`config.mk`:
```
export PLATFORM = sky130hd
export DESIGN_NAME = gyro_sample_conditioner_unit
export DESIGN_NICKNAME = d
export VERILOG_FILES = /design/src/hdl/gsc_pkg.sv /design/src/hdl/gsc_mul.sv /design/src/hdl/gyro_sample_conditioner_unit.sv
export SDC_FILE = /design/constraint.sdc
export NUM_CORES = 2
export LEC_CHECK = 0
export BUFFER_PORTS_ARGS = -buffer_cell sky130_fd_sc_hd__buf_2
export CORE_ASPECT_RATIO = 1.4
export CORE_MARGIN = 1
export CORE_UTILIZATION = 55
export DETAILED_ROUTE_END_ITERATION = 8
export PLACE_DENSITY = 0.76
export SETUP_SLACK_MARGIN = 0.4
export SKIP_LAST_GASP = 1
export SYNTH_ARGS = -nofsm -noshare
export SYNTH_HDL_FRONTEND = slang
export SYNTH_SLANG_ARGS = --single-unit
export TNS_END_PERCENT = 50
```
`constraint.sdc`:
```
create_clock -name clk -period 8.3 [get_ports clk]
set_clock_uncertainty 0.1 [all_clocks]
set_input_delay 1.66 -clock clk [delete_from_list [all_inputs] [get_ports clk]]
set_output_delay 1.66 -clock clk [all_outputs]
set_load 0.01 [all_outputs]
```
`src/hdl/gsc_pkg.sv`:
```
`timescale 1ns / 1ps
package gsc_pkg;

	typedef enum logic [3:0] {
		ST_IDLE,
		ST_PREP,
		ST_MUL_S,
		ST_MUL_V,
		ST_SUM,
		ST_ROUND,
		ST_MUL_SC,
		ST_SCALE,
		ST_DONE
	} state_t;

	localparam int K_W    = 27;
	localparam int D_W    = 32;
	localparam int PROD_W = K_W + 1 + D_W;

	typedef struct packed {
		logic                  en;
		logic [K_W-1:0]        k;
		logic signed [D_W-1:0] d;
	} mul_req_t;

	// low-pass coefficients in q16
	localparam logic [K_W-1:0] K_ONE_MINUS_ALPHA = 27'd64323;
	localparam logic [K_W-1:0] K_ALPHA           = 27'd1213;
	// 175/610 as 35 * ceil(2^28 / 122), exact for magnitudes up to 32768
	localparam logic [K_W-1:0] K_SCALE           = 27'd77010185;
	localparam int             LP_SHIFT          = 16;
	localparam int             SCALE_SHIFT       = 28;

	localparam logic signed [16:0] SLEW_LIMIT = 17'sd2000;
	localparam logic [16:0]        RATE_MAX   = 17'd32767;
	localparam logic [33:0]        ROUND_HALF = 34'd32768;

	localparam logic [2:0] CFG_OFFSET_X    = 3'd0;
	localparam logic [2:0] CFG_OFFSET_Y    = 3'd1;
	localparam logic [2:0] CFG_OFFSET_Z    = 3'd2;
	localparam logic [2:0] CFG_FILTER_EN   = 3'd3;
	localparam logic [2:0] CFG_ENGAGE_MODE = 3'd4;
	localparam logic [2:0] CFG_OUTPUT_MODE = 3'd5;
	localparam logic [2:0] CFG_BUTTON_MASK = 3'd6;
	localparam logic [2:0] CFG_DPAD_MASK   = 3'd7;

	localparam logic [1:0] ENG_ALWAYS = 2'd0;
	localparam logic [1:0] ENG_HOLD   = 2'd1;
	localparam logic [1:0] ENG_PAUSE  = 2'd2;

	localparam logic [1:0] OUT_REPORT = 2'd0;

	localparam logic [1:0] AXIS_LAST = 2'd2;

endpackage

```
`src/hdl/gsc_mul.sv`:
```
`timescale 1ns / 1ps
module gsc_mul (
	input  logic                                   clk,
	input  gsc_pkg::mul_req_t                      req,
	output logic signed [gsc_pkg::PROD_W-1:0]      prod
);
	import gsc_pkg::*;

	logic signed [PROD_W-1:0] prod_q;

	always_ff @(posedge clk) begin
		if (req.en) begin
			prod_q <= $signed({1'b0, req.k}) * req.d;
		end
	end

	assign prod = prod_q;

endmodule

```
`src/hdl/gyro_sample_conditioner_unit.sv`:
```
`timescale 1ns / 1ps
// gyro sample conditioner
// input stream s_*: one transaction carries a gyro sample (x, y, z), the
// accelerometer sample and the current button and dpad bits. per axis the
// zero-rate offset is removed, an optional slew limiter and an optional
// one-pole low-pass run, and the rate is scaled to report units.
// output stream m_*: one transaction per input when the engage rule passes
// and output mode is the controller report; otherwise the input only
// advances the filter state.
// configuration: cfg_we / cfg_index / cfg_wdata, written while idle.
// sequencing: the three axes go one after another through one shared
// multiplier. with the low-pass on an axis steps through prep, mul_s,
// mul_v, sum, round, mul_sc and scale; with it off through prep, mul_sc
// and scale. a new input is taken only once the sequencer is back in idle.
// s_tready is high only while the sequencer is idle. a finished result waits
// in the output register; a stalled receiver holds the sequencer only when
// the next result is ready and the register is still full.
// reset clears configuration, slew and low-pass state and the output valid.
module gyro_sample_conditioner_unit (
	input  logic         clk,
	input  logic         arst_n,
	input  logic         s_tvalid,
	output logic         s_tready,
	// gyro_raw_x, gyro_raw_y, gyro_raw_z, accel_in_x, accel_in_y, accel_in_z,
	// button_bits, dpad_bits, zero fill
	input  logic [135:0] s_tdata,
	output logic         m_tvalid,
	input  logic         m_tready,
	// rate_out_x, rate_out_y, rate_out_z, accel_out_x, accel_out_y, accel_out_z
	output logic [95:0]  m_tdata,
	input  logic         cfg_we,
	input  logic [2:0]   cfg_index,
	input  logic [31:0]  cfg_wdata
);
	import gsc_pkg::*;

	state_t state_q, state_nxt;
	logic [1:0] axis_q;

	logic signed [15:0] offset_q [3];
	logic [1:0]  filter_en_q, engage_mode_q, output_mode_q;
	logic [31:0] button_mask_q;
	logic [3:0]  dpad_mask_q;

	logic signed [15:0] prev_q [3];
	logic signed [31:0] smooth_q [3];

	logic [131:0] in_q;
	logic signed [15:0] v_q;
	logic signed [PROD_W-LP_SHIFT-1:0] acc_q;
	logic signed [32:0] snew_q;
	logic neg_sc_q;
	logic signed [15:0] rate_q [3];

	logic        m_tvalid_q;
	logic [95:0] m_tdata_q;

	mul_req_t mul_req;
	logic signed [PROD_W-1:0] prod;

	logic signed [15:0] raw_sel, off_sel, prev_sel, g_wrap, slew_val;
	logic signed [31:0] smooth_sel;
	logic signed [16:0] diff, d_clamp, prev_sum;
	logic [33:0] s_sum;
	logic [32:0] s_mag;
	logic [33:0] s_rnd;
	logic [16:0] r_mag, r_neg, v_mag;
	logic [15:0] v_round, q_sc, rate_val;
	logic held, run, emit, out_free, load_out;

	gsc_mul u_mul (
		.clk  (clk),
		.req  (mul_req),
		.prod (prod)
	);

	// axis operand selection
	always_comb begin
		case (axis_q)
			2'd0: begin
				raw_sel    = in_q[15:0];
				off_sel    = offset_q[0];
				prev_sel   = prev_q[0];
				smooth_sel = smooth_q[0];
			end
			2'd1: begin
				raw_sel    = in_q[31:16];
				off_sel    = offset_q[1];
				prev_sel   = prev_q[1];
				smooth_sel = smooth_q[1];
			end
			default: begin
				raw_sel    = in_q[47:32];
				off_sel    = offset_q[2];
				prev_sel   = prev_q[2];
				smooth_sel = smooth_q[2];
			end
		endcase
	end

	// offset and slew limit
	always_comb begin
		g_wrap = raw_sel - off_sel;
		diff   = {g_wrap[15], g_wrap} - {prev_sel[15], prev_sel};
		if (diff > SLEW_LIMIT) begin
			d_clamp = SLEW_LIMIT;
		end else if (diff < -SLEW_LIMIT) begin
			d_clamp = -SLEW_LIMIT;
		end else begin
			d_clamp = diff;
		end
		prev_sum = {prev_sel[15], prev_sel} + d_clamp;
		slew_val = prev_sum[15:0];
	end

	// low-pass sum, rounding, scaling
	always_comb begin
		s_sum   = acc_q[33:0] + prod[33:0];
		s_mag   = snew_q[32] ? 33'(-snew_q) : 33'(snew_q);
		s_rnd   = {1'b0, s_mag} + ROUND_HALF;
		r_mag   = s_rnd[32:16];
		r_neg   = 17'(-r_mag);
		if (snew_q[32]) begin
			v_round = r_neg[15:0];
		end else if (r_mag > RATE_MAX) begin
			v_round = RATE_MAX[15:0];
		end else begin
			v_round = r_mag[15:0];
		end
		v_mag    = v_q[15] ? 17'(-{v_q[15], v_q}) : 17'({v_q[15], v_q});
		q_sc     = prod[SCALE_SHIFT +: 16];
		rate_val = neg_sc_q ? 16'(-q_sc) : q_sc;
	end

	always_comb begin
		held = (|(in_q[127:96] & button_mask_q)) || (|(in_q[131:128] & dpad_mask_q));
		run  = (engage_mode_q == ENG_ALWAYS) || ((engage_mode_q == ENG_HOLD) && held) ||
			((engage_mode_q == ENG_PAUSE) && !held);
		emit     = run && (output_mode_q == OUT_REPORT);
		out_free = !m_tvalid_q || m_tready;
	end

	// next state
	always_comb begin
		state_nxt = state_q;
		case (state_q)
			ST_IDLE: begin
				if (s_tvalid) state_nxt = ST_PREP;
			end
			ST_PREP: begin
				state_nxt = filter_en_q[1] ? ST_MUL_S : ST_MUL_SC;
			end
			ST_MUL_S:  state_nxt = ST_MUL_V;
			ST_MUL_V:  state_nxt = ST_SUM;
			ST_SUM:    state_nxt = ST_ROUND;
			ST_ROUND:  state_nxt = ST_MUL_SC;
			ST_MUL_SC: state_nxt = ST_SCALE;
			ST_SCALE: begin
				state_nxt = (axis_q == AXIS_LAST) ? ST_DONE : ST_PREP;
			end
			ST_DONE: begin
				if (!emit || out_free) state_nxt = ST_IDLE;
			end
			default: state_nxt = ST_IDLE;
		endcase
	end

	// sequencer outputs
	always_comb begin
		s_tready = 1'b0;
		load_out = 1'b0;
		mul_req  = '0;
		case (state_q)
			ST_IDLE: s_tready = 1'b1;
			ST_MUL_S: begin
				mul_req.en = 1'b1;
				mul_req.k  = K_ONE_MINUS_ALPHA;
				mul_req.d  = smooth_sel;
			end
			ST_MUL_V: begin
				mul_req.en = 1'b1;
				mul_req.k  = K_ALPHA;
				mul_req.d  = {{16{v_q[15]}}, v_q};
			end
			ST_MUL_SC: begin
				mul_req.en = 1'b1;
				mul_req.k  = K_SCALE;
				mul_req.d  = {15'd0, v_mag};
			end
			ST_DONE: load_out = emit && out_free;
			default: ;
		endcase
	end

	always_ff @(posedge clk or negedge arst_n) begin
		if (!arst_n) begin
			state_q <= ST_IDLE;
			axis_q  <= 2'd0;
		end else begin
			state_q <= state_nxt;
			case (state_q)
				ST_IDLE:  axis_q <= 2'd0;
				ST_SCALE: axis_q <= axis_q + 2'd1;
				default: ;
			endcase
		end
	end

	// configuration
	always_ff @(posedge clk or negedge arst_n) begin
		if (!arst_n) begin
			for (int i = 0; i < 3; i++) offset_q[i] <= '0;
			filter_en_q   <= '0;
			engage_mode_q <= '0;
			output_mode_q <= '0;
			button_mask_q <= '0;
			dpad_mask_q   <= '0;
		end else if (cfg_we) begin
			case (cfg_index)
				CFG_OFFSET_X:    offset_q[0]   <= cfg_wdata[15:0];
				CFG_OFFSET_Y:    offset_q[1]   <= cfg_wdata[15:0];
				CFG_OFFSET_Z:    offset_q[2]   <= cfg_wdata[15:0];
				CFG_FILTER_EN:   filter_en_q   <= cfg_wdata[1:0];
				CFG_ENGAGE_MODE: engage_mode_q <= cfg_wdata[1:0];
				CFG_OUTPUT_MODE: output_mode_q <= cfg_wdata[1:0];
				CFG_BUTTON_MASK: button_mask_q <= cfg_wdata;
				CFG_DPAD_MASK:   dpad_mask_q   <= cfg_wdata[3:0];
				default: ;
			endcase
		end
	end

	// filter state
	always_ff @(posedge clk or negedge arst_n) begin
		if (!arst_n) begin
			for (int i = 0; i < 3; i++) begin
				prev_q[i]   <= '0;
				smooth_q[i] <= '0;
			end
		end else begin
			if (state_q == ST_PREP && filter_en_q[0]) prev_q[axis_q] <= slew_val;
			if (state_q == ST_SUM) smooth_q[axis_q] <= s_sum[31:0];
		end
	end

	// datapath
	always_ff @(posedge clk) begin
		case (state_q)
			ST_IDLE: begin
				if (s_tvalid) in_q <= s_tdata[131:0];
			end
			ST_PREP:  v_q <= filter_en_q[0] ? slew_val : g_wrap;
			ST_MUL_V: acc_q <= prod[PROD_W-1:LP_SHIFT];
			ST_SUM:   snew_q <= s_sum[32:0];
			ST_ROUND: v_q <= v_round;
			ST_MUL_SC: neg_sc_q <= v_q[15];
			ST_SCALE: rate_q[axis_q] <= rate_val;
			default: ;
		endcase
	end

	// output register
	always_ff @(posedge clk or negedge arst_n) begin
		if (!arst_n) begin
			m_tvalid_q <= 1'b0;
		end else if (load_out) begin
			m_tvalid_q <= 1'b1;
		end else if (m_tready) begin
			m_tvalid_q <= 1'b0;
		end
	end

	always_ff @(posedge clk) begin
		if (load_out) m_tdata_q <= {in_q[95:48], rate_q[2], rate_q[1], rate_q[0]};
	end

	assign m_tvalid = m_tvalid_q;
	assign m_tdata  = m_tdata_q;

	a_accept_starts: assert property (@(posedge clk) disable iff (!arst_n)
		(s_tvalid && s_tready) |=> (state_q == ST_PREP && axis_q == 2'd0))
		else $error("sequencer did not start on axis x");

	a_emit_from_done: assert property (@(posedge clk) disable iff (!arst_n)
		$rose(m_tvalid) |-> $past(state_q == ST_DONE))
		else $error("result raised outside done state");

	a_emit_mode: assert property (@(posedge clk) disable iff (!arst_n)
		$rose(m_tvalid) |-> $past(output_mode_q == OUT_REPORT))
		else $error("result given in a non-report output mode");

	a_rate_range: assert property (@(posedge clk) disable iff (!arst_n)
		m_tvalid |-> (m_tdata[15:0] != 16'h8000 && m_tdata[31:16] != 16'h8000 &&
			m_tdata[47:32] != 16'h8000))
		else $error("scaled rate out of range");

	a_busy_not_ready: assert property (@(posedge clk) disable iff (!arst_n)
		(state_q == ST_MUL_SC) |=> (state_q == ST_SCALE && !s_tready))
		else $error("scale step skipped");

endmodule

```
After elaboration in Yosys (flattened, before gate mapping)
Memory sizes are Yosys's and may differ from the RTL's. A register that Yosys moved wholly into a read port is not among the register bits.
Cells that the tools add are included.
- flip-flop bits (word level): 601
- RAM bits: 48
- input bits: 176
- output and inout port bits: 98
- logic and storage cells: 131
- memories: 1
- memories (memory ; depth ; bits a word ; rd ports ; clocked after memory_dff ; write ports ; line ; text):
    rate_q ; 3 ; 16 ; 3 ; 3 ; 1 ; gyro_sample_conditioner_unit.sv:53 ; logic signed [15:0] rate_q [3];
- add/sub/neg operators: 10
- multipliers: 1
- $lt $le $gt $ge: 5
- equal/unequal tests: 21
- mux-type cells: 32
- bitwise operators: 3
- reductions and logical operators: 34
- operators by type and width (operator ; count):
    $pmux W60 S3 ; 1
    $pmux W16 S2 ; 4
    $mux W16 ; 7
    $bwmux W96 ; 1
    $demux W32 S2 ; 1
    $pmux W32 S2 ; 1
    $mul A28 B32 Y49 ; 1
    $bwmux W48 ; 1
    $pmux W4 S9 ; 1
    $add A33 B16 Y33 const B ; 1
    $add A33 B33 Y33 ; 1
    $mux W33 ; 1
    $neg A33 Y33 ; 1
    $and A32 B32 Y32 ; 1
    $demux W16 S2 ; 1
    $mux W32 ; 1
    $neg A16 Y16 ; 2
    $reduce_or A32 Y1 ; 1
    $reduce_and A2 Y1 ; 10
    $gt A17 B12 Y1 const B ; 1
    $gt A17 B15 Y1 const B ; 1
    $lt A17 B12 Y1 const B ; 1
    $mux W17 ; 1
    $neg A17 Y17 ; 1
    30 further kinds ; 63

Logic depth before layout (Yosys ltp)
- depth in word-level cells: 11
- depth in mapped cells: 40
- mapped depth without buffers: 36

Hierarchy
Synthesis repeated with hierarchy kept, for this count alone.
- cells, all modules: 5691
- area, all modules: 61132.4 um^2
- modules (own cells, without submodules) (module ; times used ; cells an instance ; area each (um^2) ; sequential area each (um^2)):
    gsc_mul ; 1 ; 3512 ; 33204.3 ; 1801.7
    gyro_sample_conditioner_unit ; 1 ; 2179 ; 27928.0 ; 16811.1

Worst setup path after synthesis
No wires, ideal clock.
- path kind: register to register
- start: register v_q[4]
- end: register u_mul.prod_q[48] (netlist: u_mul.prod[48]), data pin
- library setup time: 207 ps
- arrival: 8660 ps
- required time: 7993 ps
- setup slack: -667 ps
- cell stages (with the launch flop): 29
- buffers on the path: 0
- period minus slack after synthesis: 8967 ps
- cell sequence: edfxtp_1 nor3_1 nand2_1 or3_1 or3_1 o31ai_1 a21oi_1 o21ai_0 nand2_1 o21ai_0 fa_1 fa_1 fa_1 fa_1 fa_1 inv_1 fa_1 fa_1 ha_1 a2111oi_0 o21ai_0 a21boi_0 nor4_1 a2111oi_0 o41a_1 o21ai_0 a21oi_1 mux2i_1 a2111oi_0
- cells in the longest elaborated chain, start to end: 4
- RTL lines (element ; line ; text):
    start: declaration ; gyro_sample_conditioner_unit.sv:49 ; logic signed [15:0] v_q;
    start signal: assignment ; gyro_sample_conditioner_unit.sv:252 ; ST_PREP: v_q <= filter_en_q[0] ? slew_val : g_wrap;
    start signal: assignment ; gyro_sample_conditioner_unit.sv:255 ; ST_ROUND: v_q <= v_round;
    $neg A17 Y17 ; gyro_sample_conditioner_unit.sv:130 ; v_mag = v_q[15] ? 17'(-{v_q[15], v_q}) : 17'({v_q[15], v_q});
    $mux W17 ; gyro_sample_conditioner_unit.sv:130 ;
    $pmux W60 S3 (*) ; gyro_sample_conditioner_unit.sv:173 ; case (state_q)
    $mul A28 B32 Y49 (*) ; gsc_mul.sv:13 ; prod_q <= $signed({1'b0, req.k}) * req.d;
    end signal: assignment ; gsc_mul.sv:13 ;
    end: declaration ; gsc_mul.sv:9 ; logic signed [PROD_W-1:0] prod_q;
Every way passes the cells marked *; elsewhere a longest branch is shown, timed or not.
A chain may end at the register's enable or synchronous reset.

Final worst setup path
- start: register v_q[0]
- end: register u_mul.prod_q[46] (netlist: u_mul.prod[46]), data pin
The elaborated chain is that of the path after synthesis.

==> impl_metrics.py <==
metrics = {
    "critical_path": {
        "timing.rr.end": "u_mul.prod[46]$_DFFE_PP_",
        "startpoint_type": "flop",
        "worstSetupPathType": "reg -> reg",
        "crit_path_end_kind": "flop",
        "critPathMaxStageDelay_ns": 0.58,
        "cpLargestDelayFamily": "adder cells",
        "regToRegSetupSlack_ns": -0.34,
        "cpMostUsedCell": "fa_1",
        "worst-r2r-cell-count": 30,
        "r2r-start": "v_q[0]$_DFFE_PP_",
        "worstPathArrival_ns": 8.89,
        "critical_path_peak_fanout": 4,
        "cp_num_buf_inv": 4,
        "cpMaxStageDelayCell": "fa_1",
        "required_ns": 8.55,
    },
    "grt": {
        "grt-ovfl-total": 0,
        "grt_pass1_vias": 37500,
        "grt_pass1_wl_um": 202000,
        "grt_usage_pct": 28.6,
        "grt_max_degree": 126,
        "antenna_found_initial": 14,
    },
    "logic_synthesis": {
        "synth_enable_flop_cells": 408,
        "synth_top_area_share_pct": 25.6,
        "synthTopCellsByArea": "fa_1 26%, edfxtp_1 24%, dfrtp_1 12%",
        "avgSynthCellArea_um2": 11.4,
        "synth-seq-area-share_pct": 36.5,
        "ys_ff_latch": 649,
        "synth_cell_types": 89,
        "ys.flop_type": "edfxtp_1",
        "synth_most_common_cell": "inv_1",
        "async_reset_ff_share_pct": 37.1,
        "ys_top_cells_by_count": "940 x inv_1, 639 x fa_1, 408 x edfxtp_1",
        "ys_warn_count": 0,
        "yosys.area.top_type": "fa_1",
        "syn_area_um2": 50000,
        "syn_inst": 4372,
    },
    "flow_run": {
        "drv_cap": 0,
    },
    "cts": {
        "htreeDepth": 3,
        "root_buffer": "clkbuf_16",
        "cts_tree": "built",
        "cts_buffer_depth": 3,
        "clkSinkCount": 649,
        "cts-buffers-inserted": 66,
        "clk_latency_ns": 0.65,
        "cts.reportedPaths.clkPinSlew_ns": 0.06,
    },
    "sta": {
        "tightest_slew_ns": 1.29,
        "post-route-period-util_pct": 104,
        "min_period_ns": 8.64,
        "finalHoldViolCount": 0,
        "setup_slack_ns": -0.337,
        "whs_ns": 0.288,
        "setup_viol": 17,
        "finalMaxSlewViolations": 0,
        "fmax_mhz": 116,
        "rsz0062_at_grt": "true",
        "relSlewSlack_pct": 13.4,
    },
    "cells_and_area": {
        "layout.cells.non_filler": 6325,
        "drive_above_1_share_pct": 23.4,
        "nNetsFinal": 6139,
        "area_growth_syn_to_layout_pct": 18.8,
        "finalInstanceArea_um2": 59400,
    },
    "placement": {
        "postPlaceCellArea_um2": 55700,
        "port-buffer-count": 269,
        "dp_hpwl_um": 105000,
        "place_ws_ns": -0.462,
        "dp_cells": 6136,
        "place.gp.congestion": 0.973,
    },
    "floorplanning": {
        "initial_core_util_pct": 55.6,
        "dieArea_um2": 92200,
        "chipWidth_um": 257,
        "coreArea_um2": 89900,
        "num_io_pins": 274,
        "die_y_um": 359,
        "num_rows": 130,
    },
    "outcome": {
        "outcome": "complete, but fails checks",
        "failed_checks": "negative setup slack",
    },
    "routing": {
        "drt_iter0_markers": 2459,
        "drc": 0,
        "drtAntennaViolNets": 0,
        "wirelength_um": 131000,
        "via_per_inst": 5.52,
        "firstDrtPassIters": 5,
        "wl_per_cell_um": 20.8,
        "dr_total_vias": 34900,
    },
    "worst_hold_path": {
        "min_from": "rate_q[0][5]$_DFFE_PP_",
        "hold_path_end": "m_tdata[5]$_DFFE_PP_",
        "holdPathStages": 0,
        "hp-class": "reg -> reg",
    },
}
[cell type report]
class,instances,area [µm²]
Antenna cell,12,30.0
Clock buffer,86,1760
Clock inverter,35,464
Fill cell,6467,30500
Inverter,942,3540
Multi-Input combinational cell,2741,29200
Sequential cell,649,18300
Tap cell,1188,1490
Timing Repair Buffer,672,4660
[stage by stage]
stage	TNS (ns)	util [%]
final	-2.88	66.1
after global routing	-8.29	66.1
after CTS	-0.863	65.2
after detailed placement	-3.13	61.9
after global placement	-1.78	61.9
after floorplan	0	-
[metal layers]
layer / vias up / GRT usage [%] / routed length, µm
li1: 15700 / - / -
met1: 17600 / 31.2 / 46400
met2: 1147 / 53.0 / 70000
met3: 408 / 3.35 / 5920
met4: 4 / 17.1 / 8940
met5: - / 0 / 17
[what timing repair did]
item | in CTS | in global routing
setup buffers | 29 | 26
endpoints found under the setup margin | 54 | 55
cloned | 0 | 1
resized for setup | 106 | 121
pin swaps | 57 | 61
hold buffers | 0 | 0
[kinds of logic (layout without fill, tap and decap cells)]
group                    after synthesis  in the layout  share of synthesized area (%)
XOR/XNOR                             179            179                           3.13
other                                  2             84                         0.0150
multiplexers                         210            210                           4.70
AO/OA/AOI/OAI                        687            687                           9.10
AND/OR/NAND/NOR                      702            702                           6.75
buffers and inverters               1052           1735                           7.91
adder cells (fa/ha/maj)              891            891                           31.9
flip-flops                           649            649                           36.5
[state kept, by name, indices dropped and copies added, names as in the netlist, 2 cells and up]
| signal | cells |
|---|---|
| dpad_mask_q | 4 |
| filter_en_q | 2 |
| prev_q | 48 |
| snew_q | 33 |
| output_mode_q | 2 |
| u_mul.prod | 49 |
| smooth_q | 96 |
| engage_mode_q | 2 |
| button_mask_q | 32 |
| axis_q | 2 |
| rate_q | 48 |
| offset_q | 48 |
| acc_q | 33 |
| m_tdata | 96 |
| v_q | 16 |
| state_q | 4 |
| in_q | 132 |
[cell usage in the layout (no fill, tap or decap), types with 12 or more instances in the layout]
master and count:
clkbuf_16 68, nand2_1 264, mux2_2 198, nand3_1 49, and2_1 17, buf_4 364
a31oi_1 12, nor3_1 35, o21ai_0 121, nand4_1 23, nor2b_1 17, diode_2 12
buf_6 24, edfxtp_1 408, a22oi_1 58, conb_1 72, or3_1 14, a22o_1 37
buf_2 268, a211oi_1 20, ha_4 13, a21oi_1 132, nor2_1 124, nand2b_1 27
a21o_1 68, ha_1 235, a21oi_2 31, inv_1 935, o21a_1 21, and3_1 20
o21ai_2 14, fa_1 628, dfrtp_1 240, xnor2_1 112, xor2_1 59, clkbuf_1 18
[how the worst max path moves through the flow]
stage,start,endpoint,slack [ns],cells after the start
global placement,v_q[0]$_DFFE_PP_,u_mul.prod[48]$_DFFE_PP_,-0.33,29
floorplan,v_q[1]$_DFFE_PP_,u_mul.prod[48]$_DFFE_PP_,0.16,28
CTS,v_q[0]$_DFFE_PP_,u_mul.prod[48]$_DFFE_PP_,-0.24,30
detailed placement,v_q[0]$_DFFE_PP_,u_mul.prod[48]$_DFFE_PP_,-0.46,29
global route,v_q[0]$_DFFE_PP_,u_mul.prod[48]$_DFFE_PP_,-0.62,30
finish,v_q[0]$_DFFE_PP_,u_mul.prod[46]$_DFFE_PP_,-0.34,30
Power is left out: the tool's default activity adds up to more than one toggle a clock period on the data nets, which glitch-free logic cannot reach.
